`config.mk`:
```
export PLATFORM = sky130hd
export DESIGN_NAME = round_robin_thread_slot_scheduler_core_flat
export DESIGN_NICKNAME = d
export VERILOG_FILES = /design/src/rtl/rrts_pkg.sv /design/src/rtl/rrts_ifs.sv /design/src/rtl/rrts_ram.sv /design/src/rtl/round_robin_thread_slot_scheduler_core.sv /design/src/flat_wrapper.sv
export SDC_FILE = /design/constraint.sdc
export NUM_CORES = 1
export LEC_CHECK = 0
export CAP_MARGIN = 20
export CORE_MARGIN = 1
export CORE_UTILIZATION = 61
export CTS_CLUSTER_DIAMETER = 100
export DETAILED_ROUTE_END_ITERATION = 8
export DONT_BUFFER_PORTS = 1
export PLACE_DENSITY = 0.85
export SYNTH_ARGS = -nofsm -noshare
export SYNTH_HDL_FRONTEND = slang
export SYNTH_HIERARCHICAL = 1
export SYNTH_SLANG_ARGS = --single-unit
```
`constraint.sdc`:
```
create_clock -name clk -period 3.6 [get_ports clk]
set_clock_uncertainty 0.2 [all_clocks]
set_input_delay 0.54 -clock clk [delete_from_list [all_inputs] [get_ports clk]]
set_output_delay 0.54 -clock clk [all_outputs]
set_load 0.005 [all_outputs]
```
`src/rtl/rrts_pkg.sv`:
```
// ----------------------------------------------------------------------------
// Round-robin thread slot scheduler package
// Shared slot status codes, operation codes and the "no slot" code.
// ----------------------------------------------------------------------------
package rrts_pkg;

    typedef enum logic [1:0] {
        ST_FREE    = 2'd0,
        ST_READY   = 2'd1,
        ST_RUNNING = 2'd2,
        ST_DEAD    = 2'd3
    } slot_status_t;

    localparam logic [1:0] MODE_CREATE = 2'd0;
    localparam logic [1:0] MODE_PICK   = 2'd1;
    localparam logic [1:0] MODE_SET    = 2'd2;
    localparam logic [1:0] MODE_EXIT   = 2'd3;

    localparam logic [3:0] SLOT_NONE = 4'hF;

endpackage

```
`src/rtl/rrts_ifs.sv`:
```
// ----------------------------------------------------------------------------
// Round-robin thread slot scheduler channels
// Valid/ready channels for request words and response words.
// ----------------------------------------------------------------------------
interface rrts_req_if;
    logic              valid;
    logic              ready;
    logic [1:0]        mode;
    logic signed [3:0] target_slot;

    modport source (output valid, output mode, output target_slot, input ready);
    modport sink   (input valid, input mode, input target_slot, output ready);
endinterface

interface rrts_rsp_if;
    logic              valid;
    logic              ready;
    logic signed [3:0] result_slot;
    logic [3:0]        live_threads;

    modport source (output valid, output result_slot, output live_threads, input ready);
    modport sink   (input valid, input result_slot, input live_threads, output ready);
endinterface

```
`src/rtl/rrts_ram.sv`:
```
// ----------------------------------------------------------------------------
// Generic single-port-write, single-port-read RAM
// One write and one registered read per cycle.
// ----------------------------------------------------------------------------
module rrts_ram #(
    parameter int WIDTH = 2,
    parameter int DEPTH = 8
) (
    input  logic                     clk,
    input  logic                     wr_en,
    input  logic [$clog2(DEPTH)-1:0] wr_addr,
    input  logic [WIDTH-1:0]         wr_data,
    input  logic [$clog2(DEPTH)-1:0] rd_addr,
    output logic [WIDTH-1:0]         rd_data
);

    logic [WIDTH-1:0] mem [DEPTH];

    always_ff @(posedge clk)
    begin
        if (wr_en)
        begin
            mem[wr_addr] <= wr_data;
        end
        rd_data <= mem[rd_addr];
    end

endmodule

```
`src/rtl/round_robin_thread_slot_scheduler_core.sv`:
```
// ----------------------------------------------------------------------------
// Round-robin thread slot scheduler core
// Slot status table in a RAM with a sequencer for create, pick, set-current
// and exit operations.
// ----------------------------------------------------------------------------
// Each request word on req carries an operation (mode) and a target slot.
// Each request produces exactly one response word on rsp, in order, with
// the affected slot index (or -1) and the live thread count after the
// operation. Create and pick scan the status RAM one entry per cycle,
// with the RAM read pipelined against the compare; a pick with no live
// thread skips the scan. A set-current to a valid slot reads and checks
// it, then reads a different current slot and returns it to ready if it
// was running, before it marks the target as running. Exit reads the
// current slot and marks it dead if it is running, or answers without a
// RAM access when there is no current slot.
// Only one request is in flight at a time; req.ready is high while the
// sequencer is idle, even when a response word still waits on rsp.
// If the receiver stalls, the finished response waits in the output
// register and the next request holds before its result is loaded.
// Reset clears all valid bits of the table, so every slot reads as free,
// clears the current slot and sets the live count to zero, all at once.
// ----------------------------------------------------------------------------
module round_robin_thread_slot_scheduler_core
    import rrts_pkg::*;
#(
    parameter int THREAD_SLOTS = 8
) (
    input  logic      clk,
    input  logic      rst_n,
    rrts_req_if.sink  req,
    rrts_rsp_if.source rsp
);

    localparam int SLOT_W = (THREAD_SLOTS > 1) ? $clog2(THREAD_SLOTS) : 1;
    localparam int CNT_W  = $clog2(THREAD_SLOTS + 1);
    localparam logic [SLOT_W-1:0] LAST_SLOT = SLOT_W'(THREAD_SLOTS - 1);

    typedef enum logic [2:0] {
        S_IDLE,
        S_SCAN,
        S_TGT_RD,
        S_TGT_CK,
        S_CUR_RD,
        S_CUR_CK,
        S_TGT_WR,
        S_OUT
    } state_t;

    state_t              state_reg, state_next;
    logic [1:0]          op_reg, op_next;
    logic                clr_reg, clr_next;
    logic [SLOT_W-1:0]   tgt_reg, tgt_next;
    logic                run_vld_reg, run_vld_next;
    logic [SLOT_W-1:0]   run_reg, run_next;
    logic [CNT_W-1:0]    cnt_reg, cnt_next;
    logic [THREAD_SLOTS-1:0] vld_reg, vld_next;
    logic                rd_vld_reg, rd_vld_next;
    logic [SLOT_W-1:0]   scan_addr_reg, scan_addr_next;
    logic [CNT_W-1:0]    scan_left_reg, scan_left_next;
    logic                chk_vld_reg, chk_vld_next;
    logic [SLOT_W-1:0]   chk_addr_reg, chk_addr_next;
    logic [3:0]          res_reg, res_next;
    logic                out_vld_reg, out_vld_next;
    logic [3:0]          out_slot_reg, out_slot_next;
    logic [3:0]          out_live_reg, out_live_next;

    logic                wr_en;
    logic [SLOT_W-1:0]   wr_addr;
    logic [1:0]          wr_data;
    logic [SLOT_W-1:0]   rd_addr;
    logic [1:0]          rd_data;
    slot_status_t        cur_status;
    slot_status_t        scan_match;
    logic                tgt_in_range;

    rrts_ram #(
        .WIDTH (2),
        .DEPTH (1 << SLOT_W)
    ) u_status_ram (
        .clk     (clk),
        .wr_en   (wr_en),
        .wr_addr (wr_addr),
        .wr_data (wr_data),
        .rd_addr (rd_addr),
        .rd_data (rd_data)
    );

    assign cur_status   = rd_vld_reg ? slot_status_t'(rd_data) : ST_FREE;
    assign scan_match   = (op_reg == MODE_CREATE) ? ST_FREE : ST_READY;
    assign tgt_in_range = (32'(req.target_slot[2:0]) < THREAD_SLOTS);

    assign req.ready        = (state_reg == S_IDLE);
    assign rsp.valid        = out_vld_reg;
    assign rsp.result_slot  = out_slot_reg;
    assign rsp.live_threads = out_live_reg;

    always_comb
    begin
        case (state_reg)
            S_SCAN:   rd_addr = scan_addr_reg;
            S_TGT_RD: rd_addr = tgt_reg;
            default:  rd_addr = run_reg;
        endcase
    end

    always_comb
    begin
        state_next     = state_reg;
        op_next        = op_reg;
        clr_next       = clr_reg;
        tgt_next       = tgt_reg;
        run_vld_next   = run_vld_reg;
        run_next       = run_reg;
        cnt_next       = cnt_reg;
        vld_next       = vld_reg;
        rd_vld_next    = vld_reg[rd_addr];
        scan_addr_next = scan_addr_reg;
        scan_left_next = scan_left_reg;
        chk_vld_next   = chk_vld_reg;
        chk_addr_next  = chk_addr_reg;
        res_next       = res_reg;
        out_vld_next   = out_vld_reg && !rsp.ready;
        out_slot_next  = out_slot_reg;
        out_live_next  = out_live_reg;
        wr_en          = 1'b0;
        wr_addr        = run_reg;
        wr_data        = ST_FREE;

        case (state_reg)
            S_IDLE:
            begin
                if (req.valid)
                begin
                    op_next        = req.mode;
                    clr_next       = req.target_slot[3];
                    tgt_next       = SLOT_W'(req.target_slot[2:0]);
                    res_next       = SLOT_NONE;
                    chk_vld_next   = 1'b0;
                    scan_left_next = CNT_W'(THREAD_SLOTS);
                    scan_addr_next = '0;
                    case (req.mode)
                        MODE_CREATE:
                        begin
                            state_next = S_SCAN;
                        end
                        MODE_PICK:
                        begin
                            if (cnt_reg == '0)
                            begin
                                state_next = S_OUT;
                            end
                            else
                            begin
                                state_next = S_SCAN;
                                if (run_vld_reg)
                                begin
                                    scan_addr_next = (run_reg == LAST_SLOT) ? '0 : run_reg + 1'b1;
                                end
                            end
                        end
                        MODE_SET:
                        begin
                            if (req.target_slot[3])
                            begin
                                state_next = run_vld_reg ? S_CUR_RD : S_OUT;
                            end
                            else if (tgt_in_range)
                            begin
                                state_next = S_TGT_RD;
                            end
                            else
                            begin
                                state_next = S_OUT;
                            end
                        end
                        default:
                        begin
                            state_next = run_vld_reg ? S_CUR_RD : S_OUT;
                        end
                    endcase
                end
            end

            S_SCAN:
            begin
                if (chk_vld_reg && cur_status == scan_match)
                begin
                    res_next   = 4'(chk_addr_reg);
                    state_next = S_OUT;
                    if (op_reg == MODE_CREATE)
                    begin
                        wr_en                  = 1'b1;
                        wr_addr                = chk_addr_reg;
                        wr_data                = ST_READY;
                        vld_next[chk_addr_reg] = 1'b1;
                        cnt_next               = cnt_reg + 1'b1;
                    end
                end
                else if (scan_left_reg == '0)
                begin
                    state_next = S_OUT;
                end
                else
                begin
                    scan_addr_next = (scan_addr_reg == LAST_SLOT) ? '0 : scan_addr_reg + 1'b1;
                    scan_left_next = scan_left_reg - 1'b1;
                    chk_vld_next   = 1'b1;
                    chk_addr_next  = scan_addr_reg;
                end
            end

            S_TGT_RD:
            begin
                state_next = S_TGT_CK;
            end

            S_TGT_CK:
            begin
                if (cur_status == ST_READY || cur_status == ST_RUNNING)
                begin
                    if (run_vld_reg && run_reg != tgt_reg)
                    begin
                        state_next = S_CUR_RD;
                    end
                    else
                    begin
                        state_next = S_TGT_WR;
                    end
                end
                else
                begin
                    state_next = S_OUT;
                end
            end

            S_CUR_RD:
            begin
                state_next = S_CUR_CK;
            end

            S_CUR_CK:
            begin
                if (op_reg == MODE_EXIT)
                begin
                    state_next = S_OUT;
                    if (cur_status == ST_RUNNING)
                    begin
                        wr_en    = 1'b1;
                        wr_data  = ST_DEAD;
                        res_next = 4'(run_reg);
                        if (cnt_reg != '0)
                        begin
                            cnt_next = cnt_reg - 1'b1;
                        end
                    end
                end
                else
                begin
                    if (cur_status == ST_RUNNING)
                    begin
                        wr_en   = 1'b1;
                        wr_data = ST_READY;
                    end
                    if (clr_reg)
                    begin
                        run_vld_next = 1'b0;
                        state_next   = S_OUT;
                    end
                    else
                    begin
                        state_next = S_TGT_WR;
                    end
                end
            end

            S_TGT_WR:
            begin
                wr_en             = 1'b1;
                wr_addr           = tgt_reg;
                wr_data           = ST_RUNNING;
                vld_next[tgt_reg] = 1'b1;
                run_vld_next      = 1'b1;
                run_next          = tgt_reg;
                res_next          = 4'(tgt_reg);
                state_next        = S_OUT;
            end

            S_OUT:
            begin
                if (!out_vld_reg || rsp.ready)
                begin
                    out_vld_next  = 1'b1;
                    out_slot_next = res_reg;
                    out_live_next = 4'(cnt_reg);
                    state_next    = S_IDLE;
                end
            end

            default:
            begin
                state_next = S_IDLE;
            end
        endcase
    end

    always_ff @(posedge clk or negedge rst_n)
    begin
        if (!rst_n)
        begin
            state_reg     <= S_IDLE;
            run_vld_reg   <= 1'b0;
            run_reg       <= '0;
            cnt_reg       <= '0;
            vld_reg       <= '0;
            rd_vld_reg    <= 1'b0;
            chk_vld_reg   <= 1'b0;
            out_vld_reg   <= 1'b0;
        end
        else
        begin
            state_reg     <= state_next;
            run_vld_reg   <= run_vld_next;
            run_reg       <= run_next;
            cnt_reg       <= cnt_next;
            vld_reg       <= vld_next;
            rd_vld_reg    <= rd_vld_next;
            chk_vld_reg   <= chk_vld_next;
            out_vld_reg   <= out_vld_next;
        end
    end

    always_ff @(posedge clk)
    begin
        op_reg        <= op_next;
        clr_reg       <= clr_next;
        tgt_reg       <= tgt_next;
        scan_addr_reg <= scan_addr_next;
        scan_left_reg <= scan_left_next;
        chk_addr_reg  <= chk_addr_next;
        res_reg       <= res_next;
        out_slot_reg  <= out_slot_next;
        out_live_reg  <= out_live_next;
    end

endmodule

```
`src/flat_wrapper.sv`:
```
// flat-port wrapper written by rule: the top's interface ports become plain ports
module round_robin_thread_slot_scheduler_core_flat import rrts_pkg::*;
#(
    parameter int THREAD_SLOTS = 8
)
  (clk, rst_n, req_valid, req_mode, req_target_slot, req_ready, rsp_valid, rsp_result_slot, rsp_live_threads, rsp_ready);
  rrts_req_if req_i ();
  rrts_rsp_if rsp_i ();
  input  logic clk;
  input  logic rst_n;
  input wire logic [$bits(req_i.valid)-1:0] req_valid;
  input wire logic [$bits(req_i.mode)-1:0] req_mode;
  input wire logic [$bits(req_i.target_slot)-1:0] req_target_slot;
  output wire logic [$bits(req_i.ready)-1:0] req_ready;
  output wire logic [$bits(rsp_i.valid)-1:0] rsp_valid;
  output wire logic [$bits(rsp_i.result_slot)-1:0] rsp_result_slot;
  output wire logic [$bits(rsp_i.live_threads)-1:0] rsp_live_threads;
  input wire logic [$bits(rsp_i.ready)-1:0] rsp_ready;
  assign req_i.valid = req_valid;
  assign req_i.mode = req_mode;
  assign req_i.target_slot = req_target_slot;
  assign req_ready = req_i.ready;
  assign rsp_valid = rsp_i.valid;
  assign rsp_result_slot = rsp_i.result_slot;
  assign rsp_live_threads = rsp_i.live_threads;
  assign rsp_i.ready = rsp_ready;
  round_robin_thread_slot_scheduler_core #(.THREAD_SLOTS(THREAD_SLOTS)) u_core (.clk(clk), .rst_n(rst_n), .req(req_i), .rsp(rsp_i));
endmodule
```
# [Word-level counts from Yosys, hierarchy flattened]
# Memories as Yosys holds them, arrays and structs flattened. A register that Yosys moved wholly into a read port is not among the register bits.
# Index checks and enable logic that the tools add are counted.
[word_totals] ff_bits=50 ram_bits=16 input_bits=10 out_inout_bits=10 elab_cells=162 mem_count=1
[mem_list] name="u_core.u_status_ram.mem" words=8 width=2 read_ports=1 rd_ports_with_merged_regs=1 write_ports=1 line_no="rrts_ram.sv:17" rtl="logic [WIDTH-1:0] mem [DEPTH];"
[op_classes] add_sub_neg=5 order_cmp=5 n_eq_ne=28 n_mux=73 bitwise_logic=4 reduce_logical=29
[ops] cell="two-way mux 3 bit" count=17
[ops] cell="two-way mux 4 bit" count=12
[ops] cell="one-hot mux 3 bit (8 select lines)" count=1
[ops] cell="two-way mux 1 bit" count=19
[ops] cell="== test 3 bit, second input constant" count=6
[ops] cell="one-hot mux 3 bit (2 select lines)" count=3
[ops] cell="two-way mux 8 bit" count=2
[ops] cell="bitwise OR 8 bit" count=2
[ops] cell="one-hot mux 4 bit (2 select lines)" count=2
[ops] cell="one-hot mux 4 bit (4 select lines)" count=1
[ops] cell="one-hot mux 8 bit (2 select lines)" count=1
[ops] cell="two-way mux 2 bit" count=7
[ops] cell="inequality test 2 x 1 -> 1 bit, second input constant" count=7
[ops] cell="less-than comparator 3 x 4 -> 1 bit, second input constant" count=3
[ops] cell="AND reduction 3 bit" count=4
[ops] cell="one-hot mux 3 bit (3 select lines)" count=1
[ops] cell="logical NOT 4 bit" count=2
[ops] cell="inequality test 2 bit, second input constant" count=4
[ops] cell="nonzero test 2 bit" count=4
[ops] cell="nonzero test 4 bit" count=2
[ops] cell="subtractor 4 x 1 -> 4 bit, second input constant" count=2
[ops] cell="adder 3 x 1 -> 3 bit, second input constant" count=2
[ops] cell="demux 1 bit (select 3 bit)" count=2
[ops] cell="== test 2 bit, second input constant" count=3
[ops] cell="22 further kinds" count=35

# [Longest topological paths before layout]
[logic_depth] ltp_word=8 ltp_mapped=10 mapped_depth_nobuf=9

# [Hierarchy]
# The synthesis kept the hierarchy.
[modules_own_cells] mod="round_robin_thread_slot_scheduler_core" instances=1 cells_each=265 area_each_um2=2733.9 seq_area_each_um2=1391.3
[modules_own_cells] mod="rrts_ram" instances=1 cells_each=37 area_each_um2=706.9 seq_area_each_um2=520.5

# [Worst setup path before layout]
# No wires, ideal clock.
[synth_path] path_kind="register -> register" from="reg u_core.state_reg[0]" to="mem u_core.u_status_ram.mem[0][0], enable pin" setup_ns=0.329 t_arrival_ns=1.944 t_required_ns=3.071 path_slack_ns=1.127 stages_incl_launch_ff=10 path_cell_list="dfrtp_1 > nand2b_1 > clkbuf_1 > or2_2 > buf_2 > mux2_2 > nor2_1 > a21oi_1 > nand2b_1 > nor3_1"
[synth_via] elab_cells_between_ends=7
[synth_rtl] element="start, declared" line_no="round_robin_thread_slot_scheduler_core.sv:49" rtl="state_t state_reg, state_next;"
[synth_rtl] element="start signal, assigned" line_no="round_robin_thread_slot_scheduler_core.sv:321" rtl="state_reg <= state_next;"
[synth_rtl] element="== test 3 bit or == test 3 x 1 -> 1 bit (tied branches)" line_no="round_robin_thread_slot_scheduler_core.sv:129" rtl="case (state_reg)"
[synth_rtl] element="one-hot mux 3 bit (2 select lines) (*)" line_no="round_robin_thread_slot_scheduler_core.sv:129"
[synth_rtl] element="named net u_core.wr_addr[2]" line_no="round_robin_thread_slot_scheduler_core.sv:68" rtl="logic [SLOT_W-1:0] wr_addr;"
[synth_rtl] element="end, declared" line_no="rrts_ram.sv:17"
# Mark *: on every way through the listed nets, which the timed path passes. The rest lies on a longest branch.

# [Final worst setup path]
[layout_path] from="reg u_core.state_reg[1]" to="mem u_core.u_status_ram.mem[0][1], enable pin"
# Same word-level chain as after synthesis.

==> implementation parameters <==
Parameter                              Value

Run status
  Run status    complete, no violations

Timing
  Sum of negative setup slack    0 ns
  Max transition margin    46.4%
  Max Transition Viols Final    0
  Crit share post-route    82.0%
  Min cycle time layout    2.95 ns
  Hold Violations, Final    0
  Final setup fails    0
  Max Clk Rate    339 MHz
  Worst Tran Pin Value    0.796 ns
  Setup repair after global routing missed its margin    false

Routing
  Total routed wirelength    7040 um
  Remaining number of nets flagged by the antenna check after routing    0
  Drt wl/cell    18.7 um
  Total number of vias    2385
  First-pass DRT Iterations    5
  Vias/cell    6.33
  Iteration-0 DRC count of the detailed router    419
  Post-route DRC    0

GRT
  Vias in the first global route    2369
  Leftover overflow at the end of global routing    0
  Pin count of the biggest net entering global routing    23
  Number of antenna violations at the first check in global routing    0
  First-pass GRT wire length    11800 um
  Global Route Usage Sum    26.3%

Power
  IR Drop Worst-Case VDD    0.000438 V
  Power density over the cells    879 nW/um2
  Leakage power total    0.00138 uW

Clocking
  Clock transition at the registers of the reported paths    0.07 ns
  CTS root buf    clkbuf_8
  CTS tree    done
  Insertion delay of the later-clocked pin in the worst-skew pair    0.34 ns
  Maximum level of the CTS H-tree    3
  CTS buffer count    9
  CTS-repair resized insts    0
  Buffer levels on the longest clock path    2
  Clk sink count    68

Final layout
  Final instance area    3670 um2
  Number of flip-flops under the largest register name    16
  Fill cell total of the finished layout    372
  Most frequent cells in the layout    edfxtp_1 (44), nor2_1 (33), dfrtp_1 (22), nand2_1 (18), a21oi_1 (17)
  Share of final-layout standard cells stronger than drive strength 1    11.7%
  # nets final    321
  Relative area change from synthesis to final layout    6.65%
  Ant diodes    0
  Most common cell after layout, fill and taps aside    edfxtp_1

Worst setup path
  Kind of critical path    flop to flop
  Launching element type of the critical path    flop
  Critical Path End Type    flop
  Endpoint required time on the critical path    3.42 ns
  Worst-path fanout max    19
  Crit path arrival time    2.77 ns

Synth
  Yosys top cell area share    38.4%
  Seq/Total Area, Yosys    55.6%
  Number of synthesized register bits    68
  Synth warnings    6
  Async SR Flop Fraction    32.4%
  Post-synth EDFFs    44
  Post-synthesis average cell area    11.4 um2
  Cell area after technology mapping    3440 um2
  Largest area contributor in the netlist    edfxtp_1
  Number of distinct library cells after synthesis    49
  Synthesized net count    321
  Cell count after synthesis    302
  Prevailing post-synth register cell    edfxtp_1
  Cells taking the most area after synthesis    edfxtp_1 (38%), dfrtp_1 (16%), nor2_1 (3.6%)

Floorplanning
  Row cnt    26
  Chip width    77.1 um
  Total die area    5950 um2
  Initial Util    65.3%
  Area inside the core boundary    5270 um2
  Height of the die    77.1 um
  I/O pins    20

Placed design
  Port-buffer cells    0
  Placement-stage cell area    3480 um2
  RePlAce Congestion    0.913
  HPWL after detailed placement    4980 um

Hold path
  Classification of the worst-slack hold path    input pin to flop

Job
  Number of max-cap violations    0
==> per-stage QoR <==
stage	instances	setup WS (ns)	power, uW	util (%)	hold WS [ns]
floorplan	302	1.13	2340	-	0.0444
global placement	359	0.819	2570	66.0	0.0448
detailed placement	359	0.711	2660	66.0	0.0449
CTS	376	0.692	3210	69.3	0.0810
global route	377	0.492	3430	69.6	0.0717
finish	377	0.650	3220	69.6	0.0897
==> routing by layer <==
metal  global-route usage [%]  share of wire (%)
met1                     35.6                 44
met2                     41.3                 48
met3                     4.52                5.7
met4                     12.8                2.3
met5                        0                  0
==> timing repair <==
item	4_1_cts	5_1_grt
hold endpoints to repair	22	0
setup endpoints to repair	0	0
buffers inserted	0	0
hold buffers	1	0
==> cells in the mapped netlist, types with 2 or more instances <==
cell,instances
or3_1,2
inv_1,15
xnor2_1,8
nand4b_1,2
nor4_1,5
nand3_1,6
nand2_1,18
o31ai_2,2
o41ai_1,2
buf_2,4
nor4b_1,4
nor2b_1,2
and2_1,2
xor2_1,2
dfxtp_1,2
nor2_1,33
a21o_1,4
o22a_1,3
mux2i_1,3
o32a_1,2
a21oi_1,17
a2111oi_0,4
ha_1,8
nor3_1,8
edfxtp_1,44
a31oi_1,6
nor3b_2,2
dfrtp_1,22
mux4_1,4
o22ai_1,5
mux2_2,5
clkbuf_1,10
o21ai_0,16
o31ai_1,3
nand2b_1,8
or2_2,3
o21bai_1,3
or3_4,2
==> critical path: stages, from the launching register on <==
cell and delay (ns):
dfrtp_1 0.67, nand2b_1 0.28, or2_2 0.50, mux2_2 0.34
nor2_1 0.11, a21oi_1 0.07, nand2b_1 0.20, nor3_1 0.26
==> path summary, 6_finish.rpt <==
check	slack [ns]	end	startpoint	cells past startpoint
min	0.09	u_core/tgt_reg[2]$_DFFE_PP_	req_target_slot[2]	0
min reg2reg	0.22	u_core/rsp.result_slot[1]$_DFFE_PP_	u_core/res_reg[1]$_DFFE_PP_	0
min in group asynchronous	0.41	u_core/vld_reg[4]$_DFFE_PN0P_	rst_n	1
max in group asynchronous	2.31	u_core/run_vld_reg$_DFFE_PN0P_	rst_n	2
max reg2reg	0.65	u_core/u_status_ram/mem[0][1]$_DFFE_PP_	u_core/state_reg[1]$_DFFE_PN0P_	7
max	0.65	u_core/u_status_ram/mem[0][1]$_DFFE_PP_	u_core/state_reg[1]$_DFFE_PN0P_	7
==> where the power goes <==
part           switching, uW  internal [uW]  leakage, uW
Clock                    287            245    0.0000848
Sequential               271           1150     0.000672
Combinational            728            539     0.000622
==> cell type report <==
class	count	area [um2]	area share, %
multi-input cells	203	1400	38.1
well taps	70	87.6	2.39
clock buffers	9	124	3.38
repair buffers	5	47.5	1.30
flip-flops and latches	68	1910	52.1
clock inverters	7	43.8	1.19
inverters	15	56.3	1.53
==> cells by family after synthesis <==
logic type / after synthesis / share of synthesized area, %
xor+xnor: 10 / 2.55
flops: 68 / 55.6
mux: 12 / 5.56
compound gates: 72 / 13.9
simple gates: 100 / 15.2
buf+inv: 31 / 3.78
fa+ha+maj: 9 / 3.49
Power figures use the tool's default switching activity.
